**src/sv/ahfr_pkg.sv**
```systemverilog
// Package: shared types, character codes and hex decoding for the frame receiver.
`default_nettype none

package ahfr_pkg;

  localparam logic [7:0] CH_START = 8'h24;
  localparam logic [7:0] CH_HASH  = 8'h23;
  localparam logic [7:0] CH_CR    = 8'h0d;
  localparam logic [7:0] CH_LF    = 8'h0a;
  localparam logic [7:0] CH_D     = 8'h44;
  localparam logic [7:0] CH_I     = 8'h49;
  localparam logic [7:0] CH_N     = 8'h4e;
  localparam logic [7:0] CH_O     = 8'h4f;
  localparam logic [7:0] CH_U     = 8'h55;
  localparam logic [7:0] CH_T     = 8'h54;
  localparam logic [7:0] CH_K     = 8'h4b;
  localparam logic [7:0] CH_EQ    = 8'h3d;

  localparam logic [5:0] EXPECTED_LENGTH_RESET = 6'd23;

  // Frame offsets kept for decoding: keyword at 6..9, payload at 10..17.
  localparam int FIELD_FIRST = 6;
  localparam int FIELD_COUNT = 12;

  typedef enum logic [2:0] {
    ST_INPUTS    = 3'd0,
    ST_OUT_ECHO  = 3'd1,
    ST_WRITE_OK  = 3'd2,
    ST_UNKNOWN   = 3'd3,
    ST_LENGTH    = 3'd4,
    ST_CHECKSUM  = 3'd5,
    ST_OVERFLOW  = 3'd6
  } status_t;

  typedef struct packed {
    status_t     status;
    logic [31:0] input_bits;
    logic [63:0] out_echo_text;
    logic [5:0]  frame_length;
  } result_t;

  typedef struct packed {
    logic       valid;
    logic [7:0] data;
  } beat_t;

  // Bit 4 set when c is not a hex digit; low nibble holds the digit value.
  function automatic logic [4:0] hex_val(input logic [7:0] c);
    logic [4:0] v;
    case (c) inside
      [8'h30:8'h39]: v = {1'b0, 4'(c - 8'h30)};
      [8'h41:8'h46]: v = {1'b0, 4'(c - 8'h37)};
      [8'h61:8'h66]: v = {1'b0, 4'(c - 8'h57)};
      default:       v = 5'h10;
    endcase
    return v;
  endfunction

endpackage

`default_nettype wire

```
**src/sv/ahfr_if.sv**
```systemverilog
// Interfaces: received byte channel and frame result channel.
`default_nettype none

interface ahfr_byte_if;
  logic       valid;
  logic       ready;
  logic [7:0] rx_byte;

  modport source (output valid, output rx_byte, input ready);
  modport sink (input valid, input rx_byte, output ready);
endinterface

interface ahfr_result_if;
  logic               valid;
  logic               ready;
  ahfr_pkg::status_t  status;
  logic [31:0]        input_bits;
  logic [63:0]        out_echo_text;
  logic [5:0]         frame_length;

  modport source (output valid, output status, output input_bits,
                  output out_echo_text, output frame_length, input ready);
  modport sink (input valid, input status, input input_bits,
                input out_echo_text, input frame_length, output ready);
endinterface

`default_nettype wire

```
**src/sv/ascii_hex_frame_receiver.sv**
```systemverilog
// Top level: ASCII hex frame receiver with input and result registers.
//
//   channel      dir  handshake       payload
//   byte_in      in   valid/ready     rx_byte[7:0]
//   result_out   out  valid/ready     status, input_bits, out_echo_text, frame_length
//   cfg          in   cfg_write       cfg_data[5:0] (expected_length)
//
// One byte per cycle sustained while the result register is free; a result is presented
// once the byte that closes the frame has passed the input register, then the result register.
// Synchronous reset closes any frame, clears the checksum and sets the
// expected length to 23. A stalled result holds the parser; the input
// register still takes one more byte.
`default_nettype none

module ascii_hex_frame_receiver #(
  parameter int MAX_FRAME = 32
) (
  input  wire logic       clk,
  input  wire logic       rst,
  input  wire logic       cfg_write,
  input  wire logic [5:0] cfg_data,
  ahfr_byte_if.sink       byte_in,
  ahfr_result_if.source   result_out
);

  ahfr_pkg::beat_t   held;
  ahfr_pkg::result_t res;
  logic              res_valid;
  logic              free;
  logic              take;

  assign take = held.valid && free;

  ahfr_in_reg u_in_reg (
    .clk     (clk),
    .rst     (rst),
    .byte_in (byte_in),
    .take    (take),
    .held    (held)
  );

  ahfr_parser #(
    .MAX_FRAME (MAX_FRAME)
  ) u_parser (
    .clk       (clk),
    .rst       (rst),
    .cfg_write (cfg_write),
    .cfg_data  (cfg_data),
    .step      (take),
    .rx_byte   (held.data),
    .res_valid (res_valid),
    .res       (res)
  );

  ahfr_out_reg u_out_reg (
    .clk        (clk),
    .rst        (rst),
    .load       (res_valid),
    .res        (res),
    .free       (free),
    .result_out (result_out)
  );

endmodule

`default_nettype wire

```
**src/sv/ahfr_in_reg.sv**
```systemverilog
// Input register: holds one received byte until the parser takes it.
`default_nettype none

module ahfr_in_reg (
  input  wire logic    clk,
  input  wire logic    rst,
  ahfr_byte_if.sink    byte_in,
  input  wire logic    take,
  output ahfr_pkg::beat_t held
);

  logic       valid;
  logic [7:0] data;

  assign byte_in.ready = !valid || take;
  assign held.valid    = valid;
  assign held.data     = data;

  always_ff @(posedge clk) begin
    if (rst) begin
      valid <= 1'b0;
    end else if (byte_in.valid && byte_in.ready) begin
      valid <= 1'b1;
    end else if (take) begin
      valid <= 1'b0;
    end
  end

  always_ff @(posedge clk) begin
    if (byte_in.valid && byte_in.ready) begin
      data <= byte_in.rx_byte;
    end
  end

endmodule

`default_nettype wire

```
**src/sv/ahfr_parser.sv**
```systemverilog
// Frame parser: frame state, tail detection, checksum and payload decode.
`default_nettype none

module ahfr_parser #(
  parameter int MAX_FRAME = 32
) (
  input  wire logic       clk,
  input  wire logic       rst,
  input  wire logic       cfg_write,
  input  wire logic [5:0] cfg_data,
  input  wire logic       step,
  input  wire logic [7:0] rx_byte,
  output logic            res_valid,
  output ahfr_pkg::result_t res
);

  localparam int CW   = $clog2(MAX_FRAME + 1);
  localparam int CMPW = (CW > 6) ? CW : 6;

  logic [CW-1:0] count;
  logic [CW-1:0] count_next;
  logic [7:0]    running_xor;
  logic [7:0]    running_xor_next;
  logic [5:0]    expected_length;
  logic [7:0]    field [ahfr_pkg::FIELD_COUNT];
  logic [7:0]    hist [4];

  logic [CW-1:0] n;
  logic          store;
  logic [7:0]    fb [ahfr_pkg::FIELD_COUNT];
  logic [4:0]    hi;
  logic [4:0]    lo;
  logic [4:0]    dh;
  logic [4:0]    dl;
  logic [7:0]    cks;
  logic          tail;

  always_comb begin
    n                = count + 1'b1;
    store            = 1'b0;
    count_next       = count;
    running_xor_next = running_xor;
    res_valid        = 1'b0;
    dh               = '0;
    dl               = '0;
    res.status        = ahfr_pkg::ST_UNKNOWN;
    res.input_bits    = '0;
    res.out_echo_text = '0;
    res.frame_length  = 6'(n);

    for (int j = 0; j < ahfr_pkg::FIELD_COUNT; j++) begin
      if (CMPW'(ahfr_pkg::FIELD_FIRST + j) < CMPW'(count)) begin
        fb[j] = field[j];
      end else if (CMPW'(ahfr_pkg::FIELD_FIRST + j) == CMPW'(count)) begin
        fb[j] = rx_byte;
      end else begin
        fb[j] = 8'h00;
      end
    end

    hi  = ahfr_pkg::hex_val(hist[2]);
    lo  = ahfr_pkg::hex_val(hist[1]);
    cks = running_xor ^ rx_byte ^ hist[2] ^ hist[1] ^ ahfr_pkg::CH_CR ^ ahfr_pkg::CH_LF;
    tail = (CMPW'(n) >= CMPW'(6)) && hist[3] == ahfr_pkg::CH_HASH &&
           hist[0] == ahfr_pkg::CH_CR && rx_byte == ahfr_pkg::CH_LF;

    if (count == '0) begin
      if (rx_byte == ahfr_pkg::CH_START) begin
        count_next       = CW'(1);
        running_xor_next = rx_byte;
      end
    end else if (rx_byte == 8'h00) begin
      count_next       = '0;
      running_xor_next = 8'h00;
    end else if (CMPW'(count) >= CMPW'(MAX_FRAME)) begin
      count_next       = '0;
      running_xor_next = 8'h00;
      res_valid        = 1'b1;
      res.status       = ahfr_pkg::ST_OVERFLOW;
      res.frame_length = 6'(count);
    end else begin
      store            = 1'b1;
      count_next       = n;
      running_xor_next = running_xor ^ rx_byte;
      if (tail) begin
        count_next       = '0;
        running_xor_next = 8'h00;
        res_valid        = 1'b1;
        if (CMPW'(n) != CMPW'(expected_length)) begin
          res.status = ahfr_pkg::ST_LENGTH;
        end else if (hi[4] || lo[4] || {hi[3:0], lo[3:0]} != cks) begin
          res.status = ahfr_pkg::ST_CHECKSUM;
        end else if (fb[0] == ahfr_pkg::CH_D && fb[1] == ahfr_pkg::CH_I &&
                     fb[2] == ahfr_pkg::CH_N && fb[3] == ahfr_pkg::CH_EQ) begin
          res.status = ahfr_pkg::ST_INPUTS;
          for (int k = 0; k < 4; k++) begin
            dh = ahfr_pkg::hex_val(fb[4 + 2 * k]);
            dl = ahfr_pkg::hex_val(fb[5 + 2 * k]);
            res.input_bits[8*k +: 8] = {dh[4] ? 4'h0 : dh[3:0], dl[4] ? 4'h0 : dl[3:0]};
          end
        end else if (fb[0] == ahfr_pkg::CH_O && fb[1] == ahfr_pkg::CH_U &&
                     fb[2] == ahfr_pkg::CH_T && fb[3] == ahfr_pkg::CH_EQ) begin
          res.status = ahfr_pkg::ST_OUT_ECHO;
          for (int k = 0; k < 8; k++) begin
            res.out_echo_text[8*k +: 8] = fb[4 + k];
          end
        end else if (fb[0] == ahfr_pkg::CH_O && fb[1] == ahfr_pkg::CH_K) begin
          res.status = ahfr_pkg::ST_WRITE_OK;
        end else begin
          res.status = ahfr_pkg::ST_UNKNOWN;
        end
      end
    end
    if (!step) begin
      res_valid = 1'b0;
    end
  end

  always_ff @(posedge clk) begin
    if (rst) begin
      count           <= '0;
      running_xor     <= 8'h00;
      expected_length <= ahfr_pkg::EXPECTED_LENGTH_RESET;
    end else begin
      if (cfg_write) begin
        expected_length <= cfg_data;
      end
      if (step) begin
        count       <= count_next;
        running_xor <= running_xor_next;
      end
    end
  end

  always_ff @(posedge clk) begin
    if (step && store) begin
      hist[0] <= rx_byte;
      hist[1] <= hist[0];
      hist[2] <= hist[1];
      hist[3] <= hist[2];
      for (int j = 0; j < ahfr_pkg::FIELD_COUNT; j++) begin
        if (CMPW'(count) == CMPW'(ahfr_pkg::FIELD_FIRST + j)) begin
          field[j] <= rx_byte;
        end
      end
    end
  end

endmodule

`default_nettype wire

```
**src/sv/ahfr_out_reg.sv**
```systemverilog
// Result register: holds one frame result until the sink takes it.
`default_nettype none

module ahfr_out_reg (
  input  wire logic              clk,
  input  wire logic              rst,
  input  wire logic              load,
  input  wire ahfr_pkg::result_t res,
  output logic                   free,
  ahfr_result_if.source          result_out
);

  logic              valid;
  ahfr_pkg::result_t data;

  assign free                     = !valid || result_out.ready;
  assign result_out.valid         = valid;
  assign result_out.status        = data.status;
  assign result_out.input_bits    = data.input_bits;
  assign result_out.out_echo_text = data.out_echo_text;
  assign result_out.frame_length  = data.frame_length;

  always_ff @(posedge clk) begin
    if (rst) begin
      valid <= 1'b0;
    end else if (load) begin
      valid <= 1'b1;
    end else if (result_out.ready) begin
      valid <= 1'b0;
    end
  end

  always_ff @(posedge clk) begin
    if (load) begin
      data <= res;
    end
  end

endmodule

`default_nettype wire
```
**src/flat_wrapper.sv**
```systemverilog
// flat-port wrapper written by rule: the top's interface ports become plain ports
module ascii_hex_frame_receiver_flat 
#(
  parameter int MAX_FRAME = 32
)
  (clk, rst, cfg_write, cfg_data, byte_in_valid, byte_in_rx_byte, byte_in_ready, result_out_valid, result_out_status, result_out_input_bits, result_out_out_echo_text, result_out_frame_length, result_out_ready);
  ahfr_byte_if byte_in_i ();
  ahfr_result_if result_out_i ();
  input  wire logic clk;
  input  wire logic rst;
  input  wire logic cfg_write;
  input  wire logic [5:0] cfg_data;
  input wire logic [$bits(byte_in_i.valid)-1:0] byte_in_valid;
  input wire logic [$bits(byte_in_i.rx_byte)-1:0] byte_in_rx_byte;
  output wire logic [$bits(byte_in_i.ready)-1:0] byte_in_ready;
  output wire logic [$bits(result_out_i.valid)-1:0] result_out_valid;
  output wire logic [$bits(result_out_i.status)-1:0] result_out_status;
  output wire logic [$bits(result_out_i.input_bits)-1:0] result_out_input_bits;
  output wire logic [$bits(result_out_i.out_echo_text)-1:0] result_out_out_echo_text;
  output wire logic [$bits(result_out_i.frame_length)-1:0] result_out_frame_length;
  input wire logic [$bits(result_out_i.ready)-1:0] result_out_ready;
  assign byte_in_i.valid = byte_in_valid;
  assign byte_in_i.rx_byte = byte_in_rx_byte;
  assign byte_in_ready = byte_in_i.ready;
  assign result_out_valid = result_out_i.valid;
  assign result_out_status = result_out_i.status;
  assign result_out_input_bits = result_out_i.input_bits;
  assign result_out_out_echo_text = result_out_i.out_echo_text;
  assign result_out_frame_length = result_out_i.frame_length;
  assign result_out_i.ready = result_out_ready;
  ascii_hex_frame_receiver #(.MAX_FRAME(MAX_FRAME)) u_core (.clk(clk), .rst(rst), .cfg_write(cfg_write), .cfg_data(cfg_data), .byte_in(byte_in_i), .result_out(result_out_i));
endmodule
```
**config.mk**
```make
export PLATFORM = sky130hd
export DESIGN_NAME = ascii_hex_frame_receiver_flat
export DESIGN_NICKNAME = d
export VERILOG_FILES = /design/src/sv/ahfr_pkg.sv /design/src/sv/ahfr_if.sv /design/src/sv/ascii_hex_frame_receiver.sv /design/src/sv/ahfr_in_reg.sv /design/src/sv/ahfr_parser.sv /design/src/sv/ahfr_out_reg.sv /design/src/flat_wrapper.sv
export SDC_FILE = /design/constraint.sdc
export NUM_CORES = 1
export LEC_CHECK = 0
export BUFFER_PORTS_ARGS = -buffer_cell sky130_fd_sc_hd__buf_2
export CAP_MARGIN = 20
export CORE_UTILIZATION = 60
export DETAILED_ROUTE_END_ITERATION = 8
export GPL_TIMING_DRIVEN = 0
export HOLD_SLACK_MARGIN = 0.02
export PLACE_DENSITY_LB_ADDON = 0.1
export SLEW_MARGIN = 40
export SYNTH_ARGS = -nofsm -noshare
export SYNTH_HDL_FRONTEND = slang
export SYNTH_HIERARCHICAL = 1
export SYNTH_SLANG_ARGS = --single-unit
```
**constraint.sdc**
```tcl
create_clock -name clk -period 6.56 [get_ports clk]
set_input_delay 0 -clock clk [delete_from_list [all_inputs] [get_ports clk]]
set_output_delay 0 -clock clk [all_outputs]
set_load 0.02 [all_outputs]
```
==> summary.md <==
| Metric | Value |
|---|---|
| Top post-synthesis cells by area | edfxtp_1 55%, dfxtp_1 3.4%, ha_1 3.3% |
| Top_reg_cell synth | edfxtp_1 |
| Post-synthesis mux area share | 0.851% |
| Routability Congestion | 0.973 |
| I/O pin cnt | 126 |
| Compound-Gate Fraction of Synth Area | 14.4% |
| Max Cap Viol | 0 |
| H-tree level count | 1 |
| #FFs+latches synth | 263 |
| RSZ-0062 raised after global routing | no |
| Postcts setup bufs | 0 |
| Mapped cell area | 0.0131 mm2 |
| Core area | 0.0212 mm2 |
| Synth Area in XOR/XNOR | 2.65% |
| CTS Hold Bufs | 27 |
| Initial antenna violation count | 0 |
| Yosys cell types | 85 |
| Cell taking the most area after synthesis | edfxtp_1 |
| Wire per inst | 22.7 um |
| Drt pass-1 iters | 6 |
| Setup TNS | 0 ns |
| Largest net degree at the start of global routing | 47 |
| Die span in y | 150 um |
| Clock sinks | 263 |
| Routed vias | 10.3k |
| HP Class | in2reg |
| DIE AREA | ~0.022 mm2 |
| Max-slew headroom at the worst pin | a little under two fifths |
| Initial DRC Count | 1114 |
| Launch point of the worst reg-to-reg path | u_core/u_in_reg/data[4] |
| Async SR Flop Fraction | 0% |
| Rows | 53 |
| Clock root cell | clkbuf_16 |
| Design area | 0.0153 mm2 |
| Resized Gates After CTS | 0 |
| Final setup viols | 0 |
| Detailed Place HPWL | 24300 um |
| Peak Freq | 0.218 GHz |
| CP required | ~6.7 ns |
| Pwr/cell area | 228 mW/mm2 |
| Area grow syn2layout | 17.2% |
| Fin crit share | between 60% and 70% |
| First-pass GRT wire length | 54000 um |
| Mapped Cells | 1099 |
| # fillers | approximately 1.5k |
| Worst Setup End Kind | register |
| Post-synth top area share | 55.3% |
| Dpl cell area | between 0.01 and 0.015 mm2 |
| Reg2reg end | u_core/u_parser/field[0][5] |
| Leakage power | 5.60 nW |
| Min Clock Period, post-route | ~4.6 ns |
| WP data arrival | 4.76 ns |
| Post-Place Worst Slack | 2.15 ns |
| CTS tree | built |
| Register area | 0.00768 mm2 |
| Overall routing resource usage | 32.4% |
| Status | finished, final reports clean |
| DR vias/cell | 6.49 |
| Worst skew pair latency | approximately 0.53 ns |
| Worst-path fanout max | 37 |
| Largest family of logic cells by synthesized area | simple AND/OR/NAND/NOR gates |
| YS warnings | 6 |
| Flop2flop setup slack | 1.98 ns |
| Horiz. Die Dim | 150 um |
| Layout cells sized above 1 | 17.8% |
| Most frequent cells in the layout | 241 x edfxtp_1, 135 x buf_2, 77 x nor2_1 |
| Clock-pin slew on the worst setup and hold paths | 0.06 ns |
| EDFF count, synth | approximately 240 |
| Number of global-route vias before repair | 9508 |
| CP startpoint | u_core/u_in_reg/data[4] |
| Seq/Total Area, Yosys | slightly below 60% |
| Multi-input gate area | between 0.004 and 0.005 mm2 |
| CP startpoint kind | register |
| Hold Vio Cnt, Final | 0 |
| Final Slew Violations | 0 |
| Max rail drop VDD | 0.196 mV |
| Syn Area/Cell | 11.9 um2 |
| ANT nets after route | 0 |
| Syn_nets | 1153 |
| Remaining global-route overflow | 0 |
| N_diodes | 0 |
| Tightest Pin Transition | 0.925 ns |
| Initial Utilization | about three fifths |
| Post-Synth Simple-Gate Area | 16.0% |
| CTS Buf Count | 27 |
| DR DRC count | 0 |
| Clk_skew | 0.00770 ns |
| Final WS setup | 1.98 ns |
| Max clock buf depth | 3 |
| Adder-Cell Fraction of Synth Area | 3.34% |
| Worst Reg2Reg Path Length in Cells | 8 |
| Number of port buffers | roughly 120 |
| Routed WL | 35800 um |
| Leading cell type in the layout, fill and taps excluded | edfxtp_1 |
| # nets final | 1339 |
| Crit path kind | reg2reg |
| Worst Setup EP | u_core/u_parser/field[0][5] |
[critical path, cell delays in order (launching register included)]
cell and delay [ns]:
edfxtp_1 0.88, clkbuf_1 0.39, nor4_1 0.14, and2_1 0.21, clkbuf_1 0.20, nor3_1 0.79
nand2_1 0.35, inv_2 0.67, and4_1 0.59
[synthesized netlist by cell type, types with 12 or more instances]
cell,count
a32oi_1,14
and3_1,16
nor2b_1,12
nand3_1,29
ha_1,35
nand2_1,48
nor2_1,77
dfxtp_1,22
nor4_1,56
inv_1,40
nand4_1,12
o21a_1,14
edfxtp_1,241
a22oi_1,56
a21oi_1,38
clkbuf_1,60
nor3_1,31
o21ai_0,39
xnor2_1,30
nand2b_1,12
[power breakdown]
| part | switching, mW | total, mW | internal, mW |
|---|---|---|---|
| Sequential | 0.0200 | 1.84 | 1.82 |
| Clock | 0.639 | 1.55 | 0.916 |
| Combinational | 0.0652 | 0.102 | 0.0367 |
| Total | 0.724 | 3.50 | 2.77 |
[area by class of cell]
type                    count  area share [%]
well taps                 275            2.24
flip-flops and latches    263            50.0
repair buffers            157            6.37
inverters                  40           0.979
multi-input cells         712            31.9
plain buffers              84            2.60
clock inverters            20            1.45
clock buffers              29            4.45
[worst min path at each step]
stage	cells past startpoint	startpoint	endpoint	slack, ns
after CTS	2	byte_in_rx_byte[3]	u_core/u_in_reg/data[3]	0.16
after global placement	1	byte_in_rx_byte[1]	u_core/u_in_reg/data[1]	0.18
after detailed placement	1	byte_in_rx_byte[6]	u_core/u_in_reg/data[6]	0.18
after floorplan	1	rst	u_core/u_in_reg/valid	0.06
final	2	byte_in_rx_byte[3]	u_core/u_in_reg/data[3]	0.17
after global routing	2	byte_in_rx_byte[4]	u_core/u_in_reg/data[4]	0.16
[cells by family after synthesis]
group / count (synthesis)
muxes: 11
and+or+nand+nor: 371
xor gates and xnor gates: 38
AOI/OAI and AO/OA: 257
DFF: 263
buffers and inverters: 124
adders and majority gates: 35
[layer usage]
metal	part of all wire, %	global-route usage, %	vias up
li1	-	-	4650
met1	39	43.3	4879
met2	46	52.1	613
met3	10	4.97	114
met4	4.9	15.1	0
met5	0	0	-
[metrics by stage]
step                power (mW)  hold WS [ns]  cells  util, %
finish                    3.50         0.170   1580     72.3
global route              3.58         0.164   1580     72.3
CTS                       3.51         0.162   1578     72.2
detailed placement        1.96         0.179   1502     66.6
global placement          1.96         0.176   1498     66.2
floorplan                 1.91        0.0624   1099        -
[flip-flops by register name, summed over array words and instances (netlist names), 3 cells and up]
register / cells
u_core/u_parser/expected_length: 6
u_core/u_out_reg/result_out.out_echo_text: 64
u_core/u_out_reg/result_out.input_bits: 32
u_core/u_parser/count: 6
u_core/u_parser/hist: 32
u_core/u_out_reg/result_out.frame_length: 6
u_core/u_parser/running_xor: 8
u_core/u_parser/field: 96
u_core/u_in_reg/data: 8
u_core/u_out_reg/result_out.status: 3
Power figures use the tool's default switching activity.
